[src/rtl/srd_pkg.sv]
// Shared types and constants of the sprite RLE decoder.
// No dependencies; used by every module of the block.
package srd_pkg;

    localparam int INDEX_W      = 10;
    localparam int COLOR_W      = 8;
    localparam int COUNT_W      = 16;
    localparam int BYTE_IDX_W   = 2;
    localparam int Q_DEPTH      = 4;
    localparam int Q_PTR_W      = 2;
    localparam int Q_CNT_W      = 3;

    localparam logic [COLOR_W-1:0] ALPHA_OPAQUE = 8'hFF;

    // Parser phase, one-hot
    typedef enum logic [4:0] {
        PH_TRANS_LO = 5'b00001,
        PH_TRANS_HI = 5'b00010,
        PH_COLOR_LO = 5'b00100,
        PH_COLOR_HI = 5'b01000,
        PH_PIXEL    = 5'b10000
    } phase_t;

    // Command passed from the parser to the output stage
    typedef struct packed {
        logic               pixel;
        logic               frame_end;
        logic [INDEX_W-1:0] index;
        logic [COLOR_W-1:0] red;
        logic [COLOR_W-1:0] green;
        logic [COLOR_W-1:0] blue;
        logic [COLOR_W-1:0] alpha_byte;
        logic               alpha_stream;
    } cmd_t;

endpackage

[src/rtl/sprite_rle_decoder.sv]
// Sprite RLE decoder: takes one stream byte per cycle, back to back, while the queue has room and results drain.
// Path: an accepted byte's command is written into the command queue, and the output register
// loads it from the queue once the output slot is free or being drained.
// Throughput: one byte per cycle; input stalls only while the four-entry queue is full.
// Asynchronous active-low reset: parser idle at the transparent count, queue and
// output empty, alpha mode on. Instantiates srd_front, srd_fifo, srd_back; uses srd_pkg.
module sprite_rle_decoder #(
    parameter int PIXELS_PER_SPRITE = 1024
) (
    input  logic                         clk,
    input  logic                         rst_n,
    input  logic                         push,
    output logic                         full,
    input  logic [7:0]                   rle_byte,
    input  logic                         last_byte,
    output logic                         empty,
    input  logic                         pop,
    output logic                         pixel_valid,
    output logic [srd_pkg::INDEX_W-1:0]  pixel_index,
    output logic [srd_pkg::COLOR_W-1:0]  red,
    output logic [srd_pkg::COLOR_W-1:0]  green,
    output logic [srd_pkg::COLOR_W-1:0]  blue,
    output logic [srd_pkg::COLOR_W-1:0]  alpha,
    output logic                         frame_end,
    input  logic                         cfg_valid,
    output logic                         cfg_ready,
    input  logic                         has_alpha
);

    srd_pkg::cmd_t  front_cmd;
    srd_pkg::cmd_t  head_cmd;
    logic           front_push;
    logic           q_empty;
    logic           q_pop;
    logic           in_accept;

    // Accept a byte whenever the queue has room
    assign in_accept = push && !full;
    assign cfg_ready = 1'b1;

    srd_front #(
        .PIXELS_PER_SPRITE (PIXELS_PER_SPRITE)
    ) u_front (
        .clk       (clk),
        .rst_n     (rst_n),
        .cfg_wr    (cfg_valid && cfg_ready),
        .cfg_alpha (has_alpha),
        .in_accept (in_accept),
        .rle_byte  (rle_byte),
        .last_byte (last_byte),
        .cmd_push  (front_push),
        .cmd       (front_cmd)
    );

    srd_fifo u_fifo (
        .clk     (clk),
        .rst_n   (rst_n),
        .wr_en   (front_push),
        .wr_data (front_cmd),
        .rd_en   (q_pop),
        .rd_data (head_cmd),
        .full    (full),
        .empty   (q_empty)
    );

    srd_back u_back (
        .clk         (clk),
        .rst_n       (rst_n),
        .cmd_empty   (q_empty),
        .cmd         (head_cmd),
        .cmd_pop     (q_pop),
        .pop         (pop),
        .empty       (empty),
        .pixel_valid (pixel_valid),
        .pixel_index (pixel_index),
        .red         (red),
        .green       (green),
        .blue        (blue),
        .alpha       (alpha),
        .frame_end   (frame_end)
    );

endmodule

[src/rtl/srd_front.sv]
// Stream parser of the sprite RLE decoder: takes bytes, tracks runs, issues commands.
// Depends on srd_pkg.
module srd_front #(
    parameter int PIXELS_PER_SPRITE = 1024
) (
    input  logic          clk,
    input  logic          rst_n,
    input  logic          cfg_wr,
    input  logic          cfg_alpha,
    input  logic          in_accept,
    input  logic [7:0]    rle_byte,
    input  logic          last_byte,
    output logic          cmd_push,
    output srd_pkg::cmd_t cmd
);

    localparam int POS_W = $clog2(PIXELS_PER_SPRITE + 1);
    localparam int SUM_W = ((POS_W > srd_pkg::COUNT_W) ? POS_W : srd_pkg::COUNT_W) + 1;

    srd_pkg::phase_t                    phase_reg, phase_next;
    logic [7:0]                         count_low_reg, count_low_next;
    logic [POS_W-1:0]                   pos_reg, pos_next;
    logic [srd_pkg::COUNT_W-1:0]        rem_reg, rem_next;
    logic [srd_pkg::BYTE_IDX_W-1:0]     bip_reg, bip_next;
    logic [srd_pkg::COLOR_W-1:0]        blue_reg, blue_next;
    logic [srd_pkg::COLOR_W-1:0]        green_reg, green_next;
    logic [srd_pkg::COLOR_W-1:0]        red_reg, red_next;
    logic                               done_reg, done_next;
    logic                               has_alpha_reg;

    logic                               emit;
    logic                               complete;
    logic [SUM_W-1:0]                   skip_sum;
    logic [POS_W-1:0]                   pos_inc;
    logic [srd_pkg::COUNT_W-1:0]        rem_dec;

    // Hold the alpha-mode register
    always_ff @(posedge clk or negedge rst_n)
    begin
        if (!rst_n)
        begin
            has_alpha_reg <= 1'b1;
        end
        else if (cfg_wr)
        begin
            has_alpha_reg <= cfg_alpha;
        end
    end

    // Shared arithmetic of the run and pixel phases
    assign skip_sum = SUM_W'(pos_reg) + SUM_W'({rle_byte, count_low_reg});
    assign pos_inc  = pos_reg + POS_W'(1);
    assign rem_dec  = rem_reg - srd_pkg::COUNT_W'(1);
    assign complete = has_alpha_reg ? (bip_reg == 2'd3) : bip_reg[1];

    // Advance the parser on each accepted byte
    always_comb
    begin
        phase_next     = phase_reg;
        count_low_next = count_low_reg;
        pos_next       = pos_reg;
        rem_next       = rem_reg;
        bip_next       = bip_reg;
        blue_next      = blue_reg;
        green_next     = green_reg;
        red_next       = red_reg;
        done_next      = done_reg;
        emit           = 1'b0;

        if (in_accept && !done_reg)
        begin
            unique case (phase_reg)
                srd_pkg::PH_TRANS_LO:
                begin
                    count_low_next = rle_byte;
                    phase_next     = srd_pkg::PH_TRANS_HI;
                end
                srd_pkg::PH_COLOR_LO:
                begin
                    count_low_next = rle_byte;
                    phase_next     = srd_pkg::PH_COLOR_HI;
                end
                srd_pkg::PH_TRANS_HI:
                begin
                    if (skip_sum >= SUM_W'(PIXELS_PER_SPRITE))
                    begin
                        pos_next  = POS_W'(PIXELS_PER_SPRITE);
                        done_next = 1'b1;
                    end
                    else
                    begin
                        pos_next = POS_W'(skip_sum);
                    end
                    phase_next = srd_pkg::PH_COLOR_LO;
                end
                srd_pkg::PH_COLOR_HI:
                begin
                    rem_next   = {rle_byte, count_low_reg};
                    bip_next   = '0;
                    phase_next = ({rle_byte, count_low_reg} == '0) ?
                                 srd_pkg::PH_TRANS_LO : srd_pkg::PH_PIXEL;
                end
                srd_pkg::PH_PIXEL:
                begin
                    if (!complete)
                    begin
                        case (bip_reg)
                            2'd0:    blue_next  = rle_byte;
                            2'd1:    green_next = rle_byte;
                            default: red_next   = rle_byte;
                        endcase
                        bip_next = bip_reg + 2'd1;
                    end
                    else
                    begin
                        emit     = 1'b1;
                        bip_next = '0;
                        pos_next = pos_inc;
                        rem_next = rem_dec;
                        if (pos_inc >= POS_W'(PIXELS_PER_SPRITE))
                        begin
                            done_next = 1'b1;
                        end
                        else if (rem_dec == '0)
                        begin
                            phase_next = srd_pkg::PH_TRANS_LO;
                        end
                    end
                end
                default:
                begin
                    phase_next = srd_pkg::PH_TRANS_LO;
                end
            endcase
        end

        // Drop any partial count or pixel at the end of the stream
        if (in_accept && last_byte)
        begin
            phase_next = srd_pkg::PH_TRANS_LO;
            pos_next   = '0;
            rem_next   = '0;
            bip_next   = '0;
            done_next  = 1'b0;
        end
    end

    // Build the command for the output stage
    always_comb
    begin
        cmd_push         = in_accept && (emit || last_byte);
        cmd.pixel        = emit;
        cmd.frame_end    = last_byte;
        cmd.index        = srd_pkg::INDEX_W'(pos_reg);
        cmd.blue         = blue_reg;
        cmd.green        = green_reg;
        cmd.red          = (!has_alpha_reg && (bip_reg == 2'd2)) ? rle_byte : red_reg;
        cmd.alpha_byte   = rle_byte;
        cmd.alpha_stream = has_alpha_reg;
    end

    // Parser control state
    always_ff @(posedge clk or negedge rst_n)
    begin
        if (!rst_n)
        begin
            phase_reg <= srd_pkg::PH_TRANS_LO;
            pos_reg   <= '0;
            rem_reg   <= '0;
            bip_reg   <= '0;
            done_reg  <= 1'b0;
        end
        else
        begin
            phase_reg <= phase_next;
            pos_reg   <= pos_next;
            rem_reg   <= rem_next;
            bip_reg   <= bip_next;
            done_reg  <= done_next;
        end
    end

    // Count and pixel byte holds
    always_ff @(posedge clk)
    begin
        count_low_reg <= count_low_next;
        blue_reg      <= blue_next;
        green_reg     <= green_next;
        red_reg       <= red_next;
    end

endmodule

[src/rtl/srd_fifo.sv]
// Short command queue between the parser and the output stage of the decoder.
// Depends on srd_pkg.
module srd_fifo (
    input  logic          clk,
    input  logic          rst_n,
    input  logic          wr_en,
    input  srd_pkg::cmd_t wr_data,
    input  logic          rd_en,
    output srd_pkg::cmd_t rd_data,
    output logic          full,
    output logic          empty
);

    srd_pkg::cmd_t                  mem_reg [srd_pkg::Q_DEPTH];
    logic [srd_pkg::Q_PTR_W-1:0]    wr_ptr_reg, wr_ptr_next;
    logic [srd_pkg::Q_PTR_W-1:0]    rd_ptr_reg, rd_ptr_next;
    logic [srd_pkg::Q_CNT_W-1:0]    cnt_reg, cnt_next;
    logic                           do_wr;
    logic                           do_rd;

    assign full    = (cnt_reg == srd_pkg::Q_CNT_W'(srd_pkg::Q_DEPTH));
    assign empty   = (cnt_reg == '0);
    assign do_wr   = wr_en && !full;
    assign do_rd   = rd_en && !empty;
    assign rd_data = mem_reg[rd_ptr_reg];

    // Advance pointers and occupancy
    always_comb
    begin
        wr_ptr_next = do_wr ? wr_ptr_reg + srd_pkg::Q_PTR_W'(1) : wr_ptr_reg;
        rd_ptr_next = do_rd ? rd_ptr_reg + srd_pkg::Q_PTR_W'(1) : rd_ptr_reg;
        cnt_next    = cnt_reg;
        if (do_wr && !do_rd)
        begin
            cnt_next = cnt_reg + srd_pkg::Q_CNT_W'(1);
        end
        else if (!do_wr && do_rd)
        begin
            cnt_next = cnt_reg - srd_pkg::Q_CNT_W'(1);
        end
    end

    always_ff @(posedge clk or negedge rst_n)
    begin
        if (!rst_n)
        begin
            wr_ptr_reg <= '0;
            rd_ptr_reg <= '0;
            cnt_reg    <= '0;
        end
        else
        begin
            wr_ptr_reg <= wr_ptr_next;
            rd_ptr_reg <= rd_ptr_next;
            cnt_reg    <= cnt_next;
        end
    end

    // Store entries
    always_ff @(posedge clk)
    begin
        if (do_wr)
        begin
            mem_reg[wr_ptr_reg] <= wr_data;
        end
    end

endmodule

[src/rtl/srd_back.sv]
// Output stage of the decoder: formats commands into result transactions.
// Depends on srd_pkg.
module srd_back (
    input  logic                         clk,
    input  logic                         rst_n,
    input  logic                         cmd_empty,
    input  srd_pkg::cmd_t                cmd,
    output logic                         cmd_pop,
    input  logic                         pop,
    output logic                         empty,
    output logic                         pixel_valid,
    output logic [srd_pkg::INDEX_W-1:0]  pixel_index,
    output logic [srd_pkg::COLOR_W-1:0]  red,
    output logic [srd_pkg::COLOR_W-1:0]  green,
    output logic [srd_pkg::COLOR_W-1:0]  blue,
    output logic [srd_pkg::COLOR_W-1:0]  alpha,
    output logic                         frame_end
);

    logic                         out_valid_reg;
    logic                         pixel_valid_reg;
    logic [srd_pkg::INDEX_W-1:0]  index_reg;
    logic [srd_pkg::COLOR_W-1:0]  red_reg;
    logic [srd_pkg::COLOR_W-1:0]  green_reg;
    logic [srd_pkg::COLOR_W-1:0]  blue_reg;
    logic [srd_pkg::COLOR_W-1:0]  alpha_reg;
    logic                         frame_end_reg;
    logic [srd_pkg::COLOR_W-1:0]  alpha_sel;
    logic                         load;

    // Take the next command when the output slot is free or being drained
    assign load    = !cmd_empty && (!out_valid_reg || pop);
    assign cmd_pop = load;

    assign alpha_sel = cmd.alpha_stream ? cmd.alpha_byte : srd_pkg::ALPHA_OPAQUE;

    always_ff @(posedge clk or negedge rst_n)
    begin
        if (!rst_n)
        begin
            out_valid_reg <= 1'b0;
        end
        else if (load)
        begin
            out_valid_reg <= 1'b1;
        end
        else if (pop)
        begin
            out_valid_reg <= 1'b0;
        end
    end

    // Format the result; a frame-end without a pixel carries zero fields
    always_ff @(posedge clk)
    begin
        if (load)
        begin
            pixel_valid_reg <= cmd.pixel;
            frame_end_reg   <= cmd.frame_end;
            index_reg       <= cmd.pixel ? cmd.index : '0;
            red_reg         <= cmd.pixel ? cmd.red   : '0;
            green_reg       <= cmd.pixel ? cmd.green : '0;
            blue_reg        <= cmd.pixel ? cmd.blue  : '0;
            alpha_reg       <= cmd.pixel ? alpha_sel : '0;
        end
    end

    assign empty       = !out_valid_reg;
    assign pixel_valid = pixel_valid_reg;
    assign pixel_index = index_reg;
    assign red         = red_reg;
    assign green       = green_reg;
    assign blue        = blue_reg;
    assign alpha       = alpha_reg;
    assign frame_end   = frame_end_reg;

endmodule

[config.mk]
export PLATFORM = sky130hd
export DESIGN_NAME = sprite_rle_decoder
export DESIGN_NICKNAME = d
export VERILOG_FILES = /design/src/rtl/srd_pkg.sv /design/src/rtl/sprite_rle_decoder.sv /design/src/rtl/srd_front.sv /design/src/rtl/srd_fifo.sv /design/src/rtl/srd_back.sv
export SDC_FILE = /design/constraint.sdc
export NUM_CORES = 1
export LEC_CHECK = 0
export BUFFER_PORTS_ARGS = -buffer_cell sky130_fd_sc_hd__buf_4
export CORE_MARGIN = 1
export CORE_UTILIZATION = 45
export CTS_BUF_LIST = sky130_fd_sc_hd__clkbuf_4 sky130_fd_sc_hd__clkbuf_8
export DETAILED_ROUTE_END_ITERATION = 6
export PLACE_DENSITY = 0.7
export SYNTH_ARGS = -nofsm -noshare
export SYNTH_HDL_FRONTEND = slang
export SYNTH_SLANG_ARGS = --single-unit
[constraint.sdc]
create_clock -name clk -period 5.3 [get_ports clk]
set_clock_uncertainty 0.1 [all_clocks]
set_input_delay 1.06 -clock clk [delete_from_list [all_inputs] [get_ports clk]]
set_output_delay 1.06 -clock clk [all_outputs]
set_load 0.01 [all_outputs]
**After elaboration in Yosys (flattened, before gate mapping)**

Memories as Yosys holds them, arrays and structs flattened.
Index checks and enable logic that the tools add are counted.

- Flip-flop bits (word level): 120
- Output and inout bits: 47
- Word-level logic and storage cells: 125
- RAM bits: 180
- Memories kept: 1

Memory list:

| name | depth | bits a word | rd ports | clocked after Yosys merged registers in | write ports | line | source |
|---|---|---|---|---|---|---|---|
| u_fifo.mem_reg | 4 | 45 | 1 | 0 | 1 | srd_fifo.sv:14 | `srd_pkg::cmd_t mem_reg [srd_pkg::Q_DEPTH];` |

- Order comparisons: 2
- Bitwise gates (word level): 2
- Reduce and logical (&&, ||, !) cells: 39
- Multiplexer cells: 38
- Equal/unequal tests: 14
- Add/subtract/negate cells: 8

Operators by type and width:

| kind | number |
|---|---|
| $mux 16 | 3 |
| $mux 11 | 4 |
| $logic_not 16->1 | 2 |
| $pmux 16 s2 | 1 |
| $mux 5 | 6 |
| $pmux 5 s5 | 1 |
| $pmux 11 s2 | 1 |
| $add 11x16->17 | 1 |
| $ge 17x11->1 const B | 1 |
| $mux 8 | 2 |
| $reduce_and 4->1 | 4 |
| $sub 16x1->16 const B | 1 |
| $mux 1 | 13 |
| $ne 3x1->1 const B | 4 |
| $add 11x1->11 const B | 1 |
| $ge 11x11->1 const B | 1 |
| $logic_and 1x1->1 | 10 |
| $logic_not 1->1 | 7 |
| $add 2x1->2 const B | 3 |
| $mux 2 | 3 |
| $mux 3 | 2 |
| $reduce_and 3->1 | 2 |
| $reduce_bool 2->1 | 3 |
| $reduce_bool 3->1 | 2 |
| other kinds (20) | 25 |

**Longest topological paths before layout**

- Depth after elaboration: 12
- Depth in mapped cells: 11
- Depth with buffers taken out: 11

**Cells and area by module**

Synthesis repeated with hierarchy kept, for this count alone.

- Cell total of the unflattened synthesis: 844
- Area, all modules: 13088.8 um^2

By module, submodules not included:

| module | cells each | times used | sequential area each (um^2) | area each (um^2) |
|---|---|---|---|---|
| srd_fifo | 272 | 1 | 5580.4 | 6944.2 |
| srd_front | 466 | 1 | 1864.3 | 4430.5 |
| srd_back | 103 | 1 | 1346.3 | 1689.1 |
| sprite_rle_decoder | 3 | 1 | 0.0 | 25.0 |

**Least setup slack after synthesis**

No wires, ideal clock.

- Path type: input-to-reg
- From: in pop
- To: reg u_fifo.cnt_reg[1] in the netlist's numbering
- Buffers on the path: 0
- Required time: 5075 ps
- Path slack: 554 ps
- Arrival: 4521 ps
- Cell stages on the path: 7
- Library setup time: 125 ps
- Cell sequence: inv_1 > a21oi_1 > inv_1 > ha_1 > inv_1 > fa_1 > mux2_2

- Cells in the longest elaborated chain, start to end: 6

RTL lines:

| what | line | source |
|---|---|---|
| from (decl) | sprite_rle_decoder.sv:17 | `input logic pop,` |
| $logic_or 1x1->1 | srd_back.sv:32 | `assign load = !cmd_empty && (!out_valid_reg \|\| pop);` |
| $logic_and 1x1->1 | srd_back.sv:32 |  |
| named net q_pop | sprite_rle_decoder.sv:34 | `logic q_pop;` |
| $logic_and 1x1->1 | srd_fifo.sv:24 | `assign do_rd = rd_en && !empty;` |
| $logic_not 1->1 | srd_fifo.sv:33 | `if (do_wr && !do_rd)` |
| $logic_and 1x1->1 | srd_fifo.sv:33 |  |
| $mux 3 | srd_fifo.sv:33 |  |
| named net u_fifo.cnt_next, one bit | srd_fifo.sv:17 | `logic [srd_pkg::Q_CNT_W-1:0] cnt_reg, cnt_next;` |
| to (signal assigned) | srd_fifo.sv:55 | `cnt_reg <= cnt_next;` |
| to (decl) | srd_fifo.sv:17 |  |

The timed path passes the listed nets, and every way through them passes these cells.
A chain may end at the register's enable or synchronous reset.

**Worst setup path after layout**

- From: reg u_front.pos_reg[4]
- To: reg u_front.pos_reg[2]

- Cells in the longest elaborated chain, start to end: 6

RTL lines:

| what | line | source |
|---|---|---|
| from (decl) | srd_front.sv:22 | `logic [POS_W-1:0] pos_reg, pos_next;` |
| from (signal assigned) | srd_front.sv:176 | `pos_reg <= pos_next;` |
| $add 11x16->17 | srd_front.sv:51 | `assign skip_sum = SUM_W'(pos_reg) + SUM_W'({rle_byte, count_low_reg});` |
| $ge 17x11->1 | srd_front.sv:85 | `if (skip_sum >= SUM_W'(PIXELS_PER_SPRITE))` |
| $mux 11 | srd_front.sv:85 |  |
| $pmux 11 s2 | srd_front.sv:72 | `unique case (phase_reg)` |
| $mux 11 | srd_front.sv:70 | `if (in_accept && !done_reg)` |
| $mux 11 | srd_front.sv:138 | `if (in_accept && last_byte)` |

No other way between the ends. The select of a mux whose other input is x is not followed.

==> results.cfg <==
[worst_setup_path]
worstPathRequired_ns = 5.59
worstSetupStartpointType = register
worstSetupEndpointType = register
cpMaxStageDelayCell = o211ai_1
cp_max_fo = 12
arrival_ns = 3.79
critPathTopFamily = compound AO/OA/AOI/OAI gates
path_class = register to register
critPathMaxStageDelay_ns = 0.96
crit_chain = ha_1 > a21o_1 > a211oi_2 > a211oi_1 > o311a_1 > o211ai_1 > o31ai_1
crit_buf_inv = 0

[placement]
port_buffers = 60
place.gp.congestion = 0.829
dpl_cell_area_mm2 = 0.0138
hpwl_mm = 16.4
dp_cells = 1246

[global_route]
grtUsageTotal_pct = 18.6
grt_pass1_vias = 7358
grt_overflow = 0
grt_max_degree = 48
antenna_found_initial = 0
grt_pass1_wl_mm = 41.4

[layout]
fin_area_mm2 = 0.0147
final-instance-count-excl-fill = 1334
multi_input_area_mm2 = 0.00392
area_growth_pct = 13.9
fillers = 2306
final_layout_size_suffix_gt1_share_pct = 23.8
insertedDiodeCount = 0
seqCellArea_mm2 = 0.00879
largest_reg_flops = 180
finalNetCount = 960

[sta]
relSlewSlack_pct = 17.4
finalHoldViolCount = 0
period_needed_ns = 3.50
clock.fmax_mhz = 286
finalMaxSlewViolations = 0
tightest_slew_ns = 1.23
finalSetupTns_ns = 0
period_share_pct = 66.1
rsz0062_at_grt = false
fin_hold_ws_ns = 0.396
finalSetupViolations = 0

[synth]
synth_common_cells = edfxtp_1 (256), nor2_1 (52), mux4_2 (43), dfrtp_1 (42), o21ai_0 (42)
syn_inst = 834
synth_edf_count = 256
ys_ff_latch = 300
synth-seq-area-share_pct = 68.1
yosys_warnings = 0
syn_area_per_cell_um2 = 15.5
ys_types = 68
syn-cell-area_mm2 = 0.0129
synthTopCellsByArea = edfxtp_1 (60%), dfrtp_1 (8.1%), mux4_2 (7.5%)
synth_top_area_share_pct = 59.6
post-synth-top-count-cell = edfxtp_1
syn-num-nets = 876
ys.flop_type = edfxtp_1
synth_area_leader_cell = edfxtp_1
synthArstFlopShare_pct = 14.7

[drt]
drc = 0
detail-route-antenna-nets = 0
dr.pass1.iters = 6
vias_per_cell = 5.59
finalWirelength_mm = 26.6
routedWlPerCell_um = 19.9
drt_iter0_drc = 620
dr_total_vias = 7458

[die]
initial_core_util_pct = 46.1
dieArea_mm2 = 0.0294
num_rows = 61
die_x_um = 171
core_mm2 = 0.0280
design.portCount = 62
dieHeight_um = 171

[min_path]
hold_path_class = register to register

[outcome]
status = finished clean

[clock_tree]
cts_buffers = 48
clockBufferDepth = 3
cts_hold_buf = 0
post_cts_resize_count = 0
insertion_delay_ns = 0.56
cts_root_buffer = clkbuf_8
cts.clk_slew.worst_paths_ns = 0.06
post_cts_buffers = 0
cts_sinks = 300
cts_tree = done
ctsHtreeMaxLevel = 2

[power_and_ir_drop]
power_w = 0.00703
ir_worst_vdd_mv = 0.273
p_per_area_mw_per_mm2 = 478
p_leak_nw = 5.29

[job]
cap_violations = 0
==> per-layer routing <==
metal,GRT usage (%),vias to the layer above,part of all wire [%]
met2,30.6,226,49
met3,3.52,43,5.4
met5,0,-,0
li1,-,3430,-
met1,25.4,3759,44
met4,5.01,0,1.7
==> power breakdown <==
group	switching (W)	leakage, nW	total [W]	internal (W)
sequential	0.000220	2.95	0.00327	0.00305
combinational	0.00102	1.86	0.00190	0.000881
clock	0.000879	0.481	0.00186	0.000978
==> worst register-to-register path, cell delays in order, from the launching register on <==
cell,delay [ns]
dfrtp_1,0.66
ha_1,0.38
a21o_1,0.21
a211oi_2,0.36
a211oi_1,0.18
o311a_1,0.31
o211ai_1,0.96
o31ai_1,0.17
==> cells by family (layout without fill, tap and decap cells) <==
kind of cell / count (synthesis) / after routing / share of synthesized area [%]
adders and majority gates: 27 / 27 / 2.73
muxes: 62 / 62 / 9.12
xor gates and xnor gates: 21 / 21 / 1.43
and+or+nand+nor: 228 / 228 / 9.69
other: 1 / 1 / 0.0291
DFF: 300 / 300 / 68.1
AOI/OAI and AO/OA: 142 / 142 / 7.21
buffers and inverters: 53 / 175 / 1.66
==> stage by stage <==
stage	util, %	setup WS (ns)
floorplan	-	0.554
global placement	49.2	1.59
detailed placement	49.2	1.49
CTS	52.5	1.88
global route	52.5	1.65
finish	52.5	1.80
==> cell usage in the layout, fill, tap and decap left out, drive strengths merged, types with 6 or more instances in the layout <==
master and count:
edfxtp 256, buf 72, clkbuf 65, nor2 54, o21ai 46, mux4 43
dfrtp 42, nor2b 38, a21oi 36, nand2 30, ha 25, clkinv 21
nor3 19, inv 16, and3 15, nor4 15, nand3 14, mux2 14
xnor2 11, xor2 10, or3 7, a21o 7, o31ai 7, nand4 7
nand2b 6, o22ai 6, o41ai 6, and2 6, a211oi 6
==> worst paths after layout <==
| kind | startpoint | endpoint | slack, ns | cells past startpoint |
|---|---|---|---|---|
| worst max-delay path | u_front.pos_reg[4] | u_front.pos_reg[2] | 1.80 | 7 |
| worst min-delay path | u_front.blue_reg[4] | u_fifo.mem_reg[3][13] | 0.40 | 0 |
| worst max register to register | u_front.pos_reg[4] | u_front.pos_reg[2] | 1.80 | 7 |
| worst min register to register | u_front.blue_reg[4] | u_fifo.mem_reg[3][13] | 0.40 | 0 |
| max in group asynchronous | rst_n | u_fifo.rd_ptr_reg[1] | 4.23 | 1 |
| min in group asynchronous | rst_n | u_front.phase_reg[1] | 0.42 | 1 |
==> cell type report <==
cell class,count,share of cell area (%)
tap,378,3.22
clock buffer,65,5.41
inverter,15,0.383
sequential,300,59.8
timing repair buffer,72,3.68
multi-input combinational,481,26.7
clock inverter,23,0.775
(Power assumes the default switching activity.)
